<file path="config.mk">
export PLATFORM = sky130hd
export DESIGN_NAME = alarm_input_debounce_pattern_driver
export DESIGN_NICKNAME = d
export VERILOG_FILES = /design/src/rtl/aidpd_pkg.sv /design/src/rtl/alarm_input_debounce_pattern_driver.sv
export SDC_FILE = /design/constraint.sdc
export NUM_CORES = 1
export LEC_CHECK = 0
export BUFFER_PORTS_ARGS = -buffer_cell sky130_fd_sc_hd__clkbuf_2
export CORE_UTILIZATION = 64
export DETAILED_ROUTE_END_ITERATION = 6
export PLACE_DENSITY = 0.88
export SLEW_MARGIN = 20
export SYNTH_ARGS = -nofsm -noshare
export SYNTH_HDL_FRONTEND = slang
export SYNTH_SLANG_ARGS = --single-unit
</file>
<file path="constraint.sdc">
create_clock -name clk -period 5.9 [get_ports clk]
set_input_delay 0.59 -clock clk [delete_from_list [all_inputs] [get_ports clk]]
set_output_delay 0.59 -clock clk [all_outputs]
set_load 0.05 [all_outputs]
</file>
<file path="src/rtl/aidpd_pkg.sv">
// Shared types, register indexes and reset values for the alarm input debounce pattern driver.
package aidpd_pkg;

    localparam int CFG_INDEX_W = 3;
    localparam int CFG_DATA_W  = 12;

    typedef logic [CFG_INDEX_W-1:0] cfg_index_t;

    localparam cfg_index_t REG_DEBOUNCE_TICKS = 3'd0;
    localparam cfg_index_t REG_STARTUP_TICKS  = 3'd1;
    localparam cfg_index_t REG_PULSE_ON_TICKS = 3'd2;
    localparam cfg_index_t REG_GAP_TICKS      = 3'd3;
    localparam cfg_index_t REG_LONG_ON_TICKS  = 3'd4;
    localparam cfg_index_t REG_SHORT_PULSES   = 3'd5;
    localparam cfg_index_t REG_ALARM_TICKS    = 3'd6;

    localparam logic [3:0]  DEBOUNCE_TICKS_RST = 4'd10;
    localparam logic [5:0]  STARTUP_TICKS_RST  = 6'd20;
    localparam logic [9:0]  PULSE_ON_TICKS_RST = 10'd100;
    localparam logic [9:0]  GAP_TICKS_RST      = 10'd100;
    localparam logic [9:0]  LONG_ON_TICKS_RST  = 10'd500;
    localparam logic [3:0]  SHORT_PULSES_RST   = 4'd7;
    localparam logic [11:0] ALARM_TICKS_RST    = 12'd1000;

    typedef enum logic [1:0] {
        MODE_WAIT_PRESS        = 2'd0,
        MODE_WAIT_RELEASE      = 2'd1,
        MODE_RUNNING           = 2'd2,
        MODE_WAIT_STOP_RELEASE = 2'd3
    } seq_mode_t;

endpackage

</file>
<file path="src/rtl/alarm_input_debounce_pattern_driver.sv">
// Top level: two-input debouncer, toggled pulse pattern, one-shot alarm and follower output.
//
//   channel   signals                                         direction
//   -------   ---------------------------------------------   ---------
//   in        in_valid, in_ready, raw_first, raw_second       request in
//   out       out_valid, out_ready, pattern_out,              result out
//             oneshot_out, follow_out
//   cfg       cfg_write, cfg_index, cfg_data                  write only
//
// Each accepted request is one tick: the whole state update is one pass of logic into the
// state registers, which also drive the result ports. A new request is taken
// every cycle while the result slot is empty or being drained.
// Reset loads the register defaults and resets all state; no clearing pass.
// A stalled result holds in_ready low only when out_ready is low.
module alarm_input_debounce_pattern_driver
(
    input  logic                         clk,
    input  logic                         rst_n,
    input  logic                         in_valid,
    output logic                         in_ready,
    input  logic                         raw_first,
    input  logic                         raw_second,
    output logic                         out_valid,
    input  logic                         out_ready,
    output logic                         pattern_out,
    output logic                         oneshot_out,
    output logic                         follow_out,
    input  logic                         cfg_write,
    input  aidpd_pkg::cfg_index_t        cfg_index,
    input  logic [aidpd_pkg::CFG_DATA_W-1:0] cfg_data
);

    // configuration
    logic [3:0]  debounce_ticks_reg;
    logic [5:0]  startup_ticks_reg;
    logic [9:0]  pulse_on_ticks_reg;
    logic [9:0]  gap_ticks_reg;
    logic [9:0]  long_on_ticks_reg;
    logic [3:0]  short_pulses_reg;
    logic [11:0] alarm_ticks_reg;

    // state
    logic [5:0]  startup_count_reg,  startup_count_next;
    logic [1:0]  clean_level_reg,    clean_level_next;
    logic [3:0]  high_run_reg [2];
    logic [3:0]  high_run_next [2];
    logic [3:0]  low_run_reg [2];
    logic [3:0]  low_run_next [2];
    aidpd_pkg::seq_mode_t seq_mode_reg, seq_mode_next;
    logic        phase_is_high_reg,  phase_is_high_next;
    logic [9:0]  phase_count_reg,    phase_count_next;
    logic [3:0]  pulse_index_reg,    pulse_index_next;
    logic        pattern_level_reg,  pattern_level_next;
    logic        oneshot_armed_reg,  oneshot_armed_next;
    logic        oneshot_active_reg, oneshot_active_next;
    logic [11:0] oneshot_count_reg,  oneshot_count_next;
    logic        follow_level_reg,   follow_level_next;
    logic        out_valid_reg;

    logic        accept;
    logic [1:0]  raw;
    logic [3:0]  run_inc;
    logic [9:0]  phase_inc;
    logic [9:0]  on_len;
    logic [11:0] oneshot_inc;
    logic        handling;

    assign in_ready    = !out_valid_reg || out_ready;
    assign accept      = in_valid && in_ready;
    assign out_valid   = out_valid_reg;
    assign pattern_out = pattern_level_reg;
    assign oneshot_out = oneshot_active_reg;
    assign follow_out  = follow_level_reg;
    assign raw         = {raw_second, raw_first};

    always_ff @(posedge clk or negedge rst_n)
    begin
        if (!rst_n)
        begin
            debounce_ticks_reg <= aidpd_pkg::DEBOUNCE_TICKS_RST;
            startup_ticks_reg  <= aidpd_pkg::STARTUP_TICKS_RST;
            pulse_on_ticks_reg <= aidpd_pkg::PULSE_ON_TICKS_RST;
            gap_ticks_reg      <= aidpd_pkg::GAP_TICKS_RST;
            long_on_ticks_reg  <= aidpd_pkg::LONG_ON_TICKS_RST;
            short_pulses_reg   <= aidpd_pkg::SHORT_PULSES_RST;
            alarm_ticks_reg    <= aidpd_pkg::ALARM_TICKS_RST;
        end
        else if (cfg_write)
        begin
            case (cfg_index)
                aidpd_pkg::REG_DEBOUNCE_TICKS: debounce_ticks_reg <= cfg_data[3:0];
                aidpd_pkg::REG_STARTUP_TICKS:  startup_ticks_reg  <= cfg_data[5:0];
                aidpd_pkg::REG_PULSE_ON_TICKS: pulse_on_ticks_reg <= cfg_data[9:0];
                aidpd_pkg::REG_GAP_TICKS:      gap_ticks_reg      <= cfg_data[9:0];
                aidpd_pkg::REG_LONG_ON_TICKS:  long_on_ticks_reg  <= cfg_data[9:0];
                aidpd_pkg::REG_SHORT_PULSES:   short_pulses_reg   <= cfg_data[3:0];
                aidpd_pkg::REG_ALARM_TICKS:    alarm_ticks_reg    <= cfg_data[11:0];
                default: ;
            endcase
        end
    end

    always_comb
    begin
        startup_count_next  = startup_count_reg;
        clean_level_next    = clean_level_reg;
        seq_mode_next       = seq_mode_reg;
        phase_is_high_next  = phase_is_high_reg;
        phase_count_next    = phase_count_reg;
        pulse_index_next    = pulse_index_reg;
        pattern_level_next  = pattern_level_reg;
        oneshot_armed_next  = oneshot_armed_reg;
        oneshot_active_next = oneshot_active_reg;
        oneshot_count_next  = oneshot_count_reg;
        follow_level_next   = follow_level_reg;
        run_inc             = 4'd0;
        oneshot_inc         = 12'd0;

        // debounce both inputs; counters wrap at 4 bits
        for (int ch = 0; ch < 2; ch++)
        begin
            if (raw[ch])
            begin
                low_run_next[ch] = 4'd0;
                run_inc          = high_run_reg[ch] + 4'd1;
                high_run_next[ch] = run_inc;
                if (run_inc == debounce_ticks_reg)
                begin
                    clean_level_next[ch] = 1'b1;
                    high_run_next[ch]    = 4'd0;
                end
            end
            else
            begin
                high_run_next[ch] = 4'd0;
                run_inc           = low_run_reg[ch] + 4'd1;
                low_run_next[ch]  = run_inc;
                if (run_inc == debounce_ticks_reg)
                begin
                    clean_level_next[ch] = 1'b0;
                    low_run_next[ch]     = 4'd0;
                end
            end
        end

        handling  = startup_count_reg >= startup_ticks_reg;
        on_len    = (pulse_index_reg < short_pulses_reg) ? pulse_on_ticks_reg
                                                          : long_on_ticks_reg;
        phase_inc = phase_count_reg + 10'd1;

        if (!handling)
        begin
            startup_count_next = startup_count_reg + 6'd1;
        end
        else
        begin
            case (seq_mode_reg)
                aidpd_pkg::MODE_WAIT_PRESS:
                begin
                    if (!clean_level_next[0])
                        seq_mode_next = aidpd_pkg::MODE_WAIT_RELEASE;
                end
                aidpd_pkg::MODE_WAIT_RELEASE:
                begin
                    if (clean_level_next[0])
                    begin
                        seq_mode_next      = aidpd_pkg::MODE_RUNNING;
                        phase_count_next   = 10'd0;
                        pulse_index_next   = 4'd0;
                        phase_is_high_next = 1'b1;
                    end
                end
                aidpd_pkg::MODE_RUNNING:
                begin
                    phase_count_next = phase_inc;
                    if (phase_is_high_reg)
                    begin
                        pattern_level_next = 1'b1;
                        if (phase_inc == on_len)
                        begin
                            phase_count_next   = 10'd0;
                            pattern_level_next = 1'b0;
                            phase_is_high_next = 1'b0;
                        end
                    end
                    else
                    begin
                        pattern_level_next = 1'b0;
                        if (phase_inc == gap_ticks_reg)
                        begin
                            phase_count_next   = 10'd0;
                            pattern_level_next = 1'b1;
                            phase_is_high_next = 1'b1;
                            // past the short pulses: wrap back to the first
                            pulse_index_next   = (pulse_index_reg < short_pulses_reg)
                                                 ? pulse_index_reg + 4'd1 : 4'd0;
                        end
                    end
                    // a new press stops the pattern
                    if (!clean_level_next[0])
                    begin
                        seq_mode_next      = aidpd_pkg::MODE_WAIT_STOP_RELEASE;
                        phase_count_next   = 10'd0;
                        pulse_index_next   = 4'd0;
                        phase_is_high_next = 1'b1;
                        pattern_level_next = 1'b0;
                    end
                end
                aidpd_pkg::MODE_WAIT_STOP_RELEASE:
                begin
                    if (clean_level_next[0])
                    begin
                        seq_mode_next      = aidpd_pkg::MODE_WAIT_PRESS;
                        phase_count_next   = 10'd0;
                        pulse_index_next   = 4'd0;
                        phase_is_high_next = 1'b1;
                        pattern_level_next = 1'b0;
                    end
                end
                default: ;
            endcase

            // one-shot on input two
            if (oneshot_armed_reg && !clean_level_next[1])
                oneshot_active_next = 1'b1;
            if (oneshot_active_next)
            begin
                oneshot_inc        = oneshot_count_reg + 12'd1;
                oneshot_count_next = oneshot_inc;
                if (oneshot_inc == alarm_ticks_reg)
                begin
                    oneshot_count_next  = 12'd0;
                    oneshot_active_next = 1'b0;
                    oneshot_armed_next  = 1'b0;
                end
            end
            follow_level_next = !clean_level_next[1];
        end
    end

    always_ff @(posedge clk or negedge rst_n)
    begin
        if (!rst_n)
        begin
            startup_count_reg  <= 6'd0;
            clean_level_reg    <= 2'b00;
            high_run_reg[0]    <= 4'd0;
            high_run_reg[1]    <= 4'd0;
            low_run_reg[0]     <= 4'd0;
            low_run_reg[1]     <= 4'd0;
            seq_mode_reg       <= aidpd_pkg::MODE_WAIT_PRESS;
            phase_is_high_reg  <= 1'b1;
            phase_count_reg    <= 10'd0;
            pulse_index_reg    <= 4'd0;
            pattern_level_reg  <= 1'b0;
            oneshot_armed_reg  <= 1'b1;
            oneshot_active_reg <= 1'b0;
            oneshot_count_reg  <= 12'd0;
            follow_level_reg   <= 1'b0;
        end
        else if (accept)
        begin
            startup_count_reg  <= startup_count_next;
            clean_level_reg    <= clean_level_next;
            high_run_reg[0]    <= high_run_next[0];
            high_run_reg[1]    <= high_run_next[1];
            low_run_reg[0]     <= low_run_next[0];
            low_run_reg[1]     <= low_run_next[1];
            seq_mode_reg       <= seq_mode_next;
            phase_is_high_reg  <= phase_is_high_next;
            phase_count_reg    <= phase_count_next;
            pulse_index_reg    <= pulse_index_next;
            pattern_level_reg  <= pattern_level_next;
            oneshot_armed_reg  <= oneshot_armed_next;
            oneshot_active_reg <= oneshot_active_next;
            oneshot_count_reg  <= oneshot_count_next;
            follow_level_reg   <= follow_level_next;
        end
    end

    always_ff @(posedge clk or negedge rst_n)
    begin
        if (!rst_n)
            out_valid_reg <= 1'b0;
        else if (accept)
            out_valid_reg <= 1'b1;
        else if (out_ready)
            out_valid_reg <= 1'b0;
    end

    // the pattern is only ever high while running
    a_pattern_only_running: assert property (@(posedge clk) disable iff (!rst_n)
        pattern_level_reg |-> (seq_mode_reg == aidpd_pkg::MODE_RUNNING))
        else $error("pattern output high outside running mode");

    // the one-shot fires only while still armed
    a_oneshot_armed: assert property (@(posedge clk) disable iff (!rst_n)
        oneshot_active_reg |-> oneshot_armed_reg)
        else $error("one-shot active after it was disarmed");

    // once disarmed, the one-shot never rearms without reset
    a_oneshot_stays_disarmed: assert property (@(posedge clk) disable iff (!rst_n)
        !oneshot_armed_reg |=> !oneshot_armed_reg)
        else $error("one-shot rearmed");

    // state and results only move on an accepted request
    a_state_holds: assert property (@(posedge clk) disable iff (!rst_n)
        !accept |=> $stable(seq_mode_reg) && $stable(startup_count_reg)
                    && $stable(oneshot_count_reg))
        else $error("state changed without a request");

endmodule
</file>
==> summary.txt <==
post-synthesis mux area share: 0.109
Via Count: 4840
max-cap viol count: 0
share of cells above drive strength 1: 0.242
Internal: 2070 µW
YS warnings: 0
GP Congestion: 0.844
largest area contributor in the netlist: dfrtp_1
count leader, synth: dfrtp_1
TritonCTS clock tree: yes
Slew @ Worst Pin: 1.06 ns
register area share after synthesis: 0.451
final setup TNS: 0 ns
CTS H-tree lvls: 4
# IOs: 27
Syn Area/Cell: 10.5 µm²
Initial DRC Count: 265
dpl hpwl: 9540 µm
ANT nets after route: 0
die area: 10400 µm²
Final Max Slew Viols: 0
largest family of logic cells by synthesized area: simple AND/OR/NAND/NOR gates
FF-to-FF Start: oneshot_count_reg[0]
Worst Setup SP: oneshot_count_reg[0]
first-pass GRT wire length: 23700 µm
final setup fails: 0
post-CTS setup buffers: 0
endpoint class of the critical path: register
Hold/Removal Path Class: in -> async
async set or reset register ratio after synthesis: 1.00
Hold-fix buffers, CTS: 0
Fin. Hold Viols: 0
grt ovf: 0
clock slew at reported path FFs: 0.06 ns
Clk network pwr share: 0.365
die width: 102 µm
clk_skew: 0.00880 ns
Final min period: 3.31 ns
Worst path max stage delay: 0.65 ns
worst-case clock buffer depth: 2
number of synthesized flops with an enable pin: 0
Initial Util: 0.658
# resized after CTS: 0
ys flop type: dfrtp_1
critical path launch point type: register
routed vias/inst: 6.23
Sw Share: 0.315
leakage power: 0.00313 µW
period utilization: 0.562
R2R depth: 9
largest net degree at the start of global routing: 69
CP cell instances: ha_1 -> and2_1 -> and3_4 -> xnor2_1 -> nand3_1 -> or4_4 -> nor4_4 -> nand2b_2 -> o21ai_1
post-synthesis xor/xnor area fraction: 0.0946
Post-layout nets: 676
Comb pwr share: 0.259
Slew Limit Headroom: 0.291
synth unique cells: 66
top cell type's share of synthesized area: 0.340
DRC: 0
Num CTS Buffers: 17
post-synthesis simple-gate area fraction: 0.157
clock root buffer master: clkbuf_8
clock sink count: 114
Syn Std Cell Area: 6400 µm²
row cnt: 36
PortBufs: 26
gr usage total: 0.302
vias in the first global route: 4778
Layout Utilization: 0.743
syn nets: 651
register area: 2890 µm²
top cells by area, synth: dfrtp_1, dfstp_2, mux2_2
Ant. Diodes: 0
Synth Area in Adders: 0.0430
status: completed
WS Path Type: reg -> reg
number of synthesized register bits: 114
CP required: 6.29 ns
compound-gate portion of the synthesized area: 0.113
TritonRoute pass-1 iters: 7
Net Sw Power: 952 µW
Area Growth Syn to Fin: 12.8%
Clk Latency, worst-skew pair: 0.52 ns
Sequential Power Share: 0.376
Core Box Area: 9730 µm²
final wirelength: 14500 µm
post-synthesis cell count: 607
unrepaired setup endpoints after global routing: no
Peak VDD IR: 0.217 mV
slowest CP cell: nor4_4
initial antenna violation count: 0
fmax: 302 MHz
Fill cells: 642
Wirelength per Cell: 18.7 µm
CP Max Fanout: 13
CP arrival: 3.71 ns
area of the multi-input gates: 3300 µm²
top post-synthesis cells by count: dfrtp_1, nand2_1, o21ai_0
power per cell area: 419 nW/µm²
chip height: 102 µm
placed cells by master (no fill, tap or decap), types with 4 or more instances in the layout:
cell type / n
dfrtp_1: 87
nand2_1: 54
o21ai_0: 53
mux2_2: 52
xnor2_1: 38
dfstp_2: 27
xor2_1: 26
clkbuf_2: 25
nor2_1: 22
ha_1: 22
inv_1: 20
nand3_1: 20
nand2b_1: 19
clkbuf_16: 16
mux2i_1: 11
o21ai_1: 10
nand4_1: 9
a21o_1: 8
a211oi_1: 8
and2_1: 8
nor3_1: 6
a21oi_1: 6
o31ai_1: 6
or3_1: 5
a31oi_1: 5
clkinv_2: 5
bufinv_16: 5
buf_4: 5
nand4b_1: 4
nor3b_1: 4
o211ai_1: 4
and3_1: 4
cells by family (layout without fill, tap and decap cells):
group,Yosys count,in the layout
muxes,63,63
xor gates and xnor gates,66,66
buffers and inverters,44,81
and+or+nand+nor,182,182
AOI/OAI and AO/OA,116,116
DFF,114,114
adders and majority gates,22,22
critical path, delay by kind of cell (launching register included):
family                     cells  cell delay [ns]
and+or+nand+nor                6             2.21
adders and majority gates      1             0.28
xor gates and xnor gates       1             0.13
DFF                            1             0.44
AOI/OAI and AO/OA              1             0.12
per-stage QoR:
| stage | setup WS, ns | instance area [µm²] | instances | total power [µW] | hold WS (ns) |
|---|---|---|---|---|---|
| floorplan | 3.09 | 6400 | 607 | 1710 | 0.294 |
| global placement | 2.62 | 6600 | 746 | 1840 | 0.463 |
| detailed placement | 2.62 | 6600 | 746 | 1910 | 0.472 |
| CTS | 2.60 | 7220 | 777 | 3030 | 0.103 |
| global route | 2.40 | 7220 | 777 | 3180 | 0.117 |
| finish | 2.59 | 7220 | 777 | 3020 | 0.0734 |
layout make-up:
class	count	area share
inverters	20	0.0104
multi-input cells	449	0.457
clock buffers	20	0.0617
clock inverters	11	0.0255
repair buffers	30	0.0225
well taps	133	0.0230
flip-flops and latches	114	0.400
power by group through the flow:
stage	clock [µW]	sequential (µW)	combinational (µW)
2_1_floorplan	0	1110	608
3_3_place_gp	0	1130	716
3_5_place_dp	0	1140	769
4_1_cts	1110	1130	783
5_1_grt	1140	1160	876
6_report	1100	1140	784
routing by layer:
metal  global-route usage  wire length [µm]  up-vias
met1                0.388              6060     2394
met2                0.484              7150      190
met4                0.129               425        0
li1                     -                 -     2199
met5                    0                 0        -
met3               0.0814               909       57
final timing paths:
path                                   endpoint  slack [ns]
max                        oneshot_count_reg[8]        2.59
min                        oneshot_count_reg[9]        0.07
max reg2reg                oneshot_count_reg[8]        2.59
min reg2reg                          follow_out        0.49
max in group asynchronous      gap_ticks_reg[7]        4.49
min in group clk                      out_valid        0.29
Note: power is estimated with default switching activity, not from simulation.
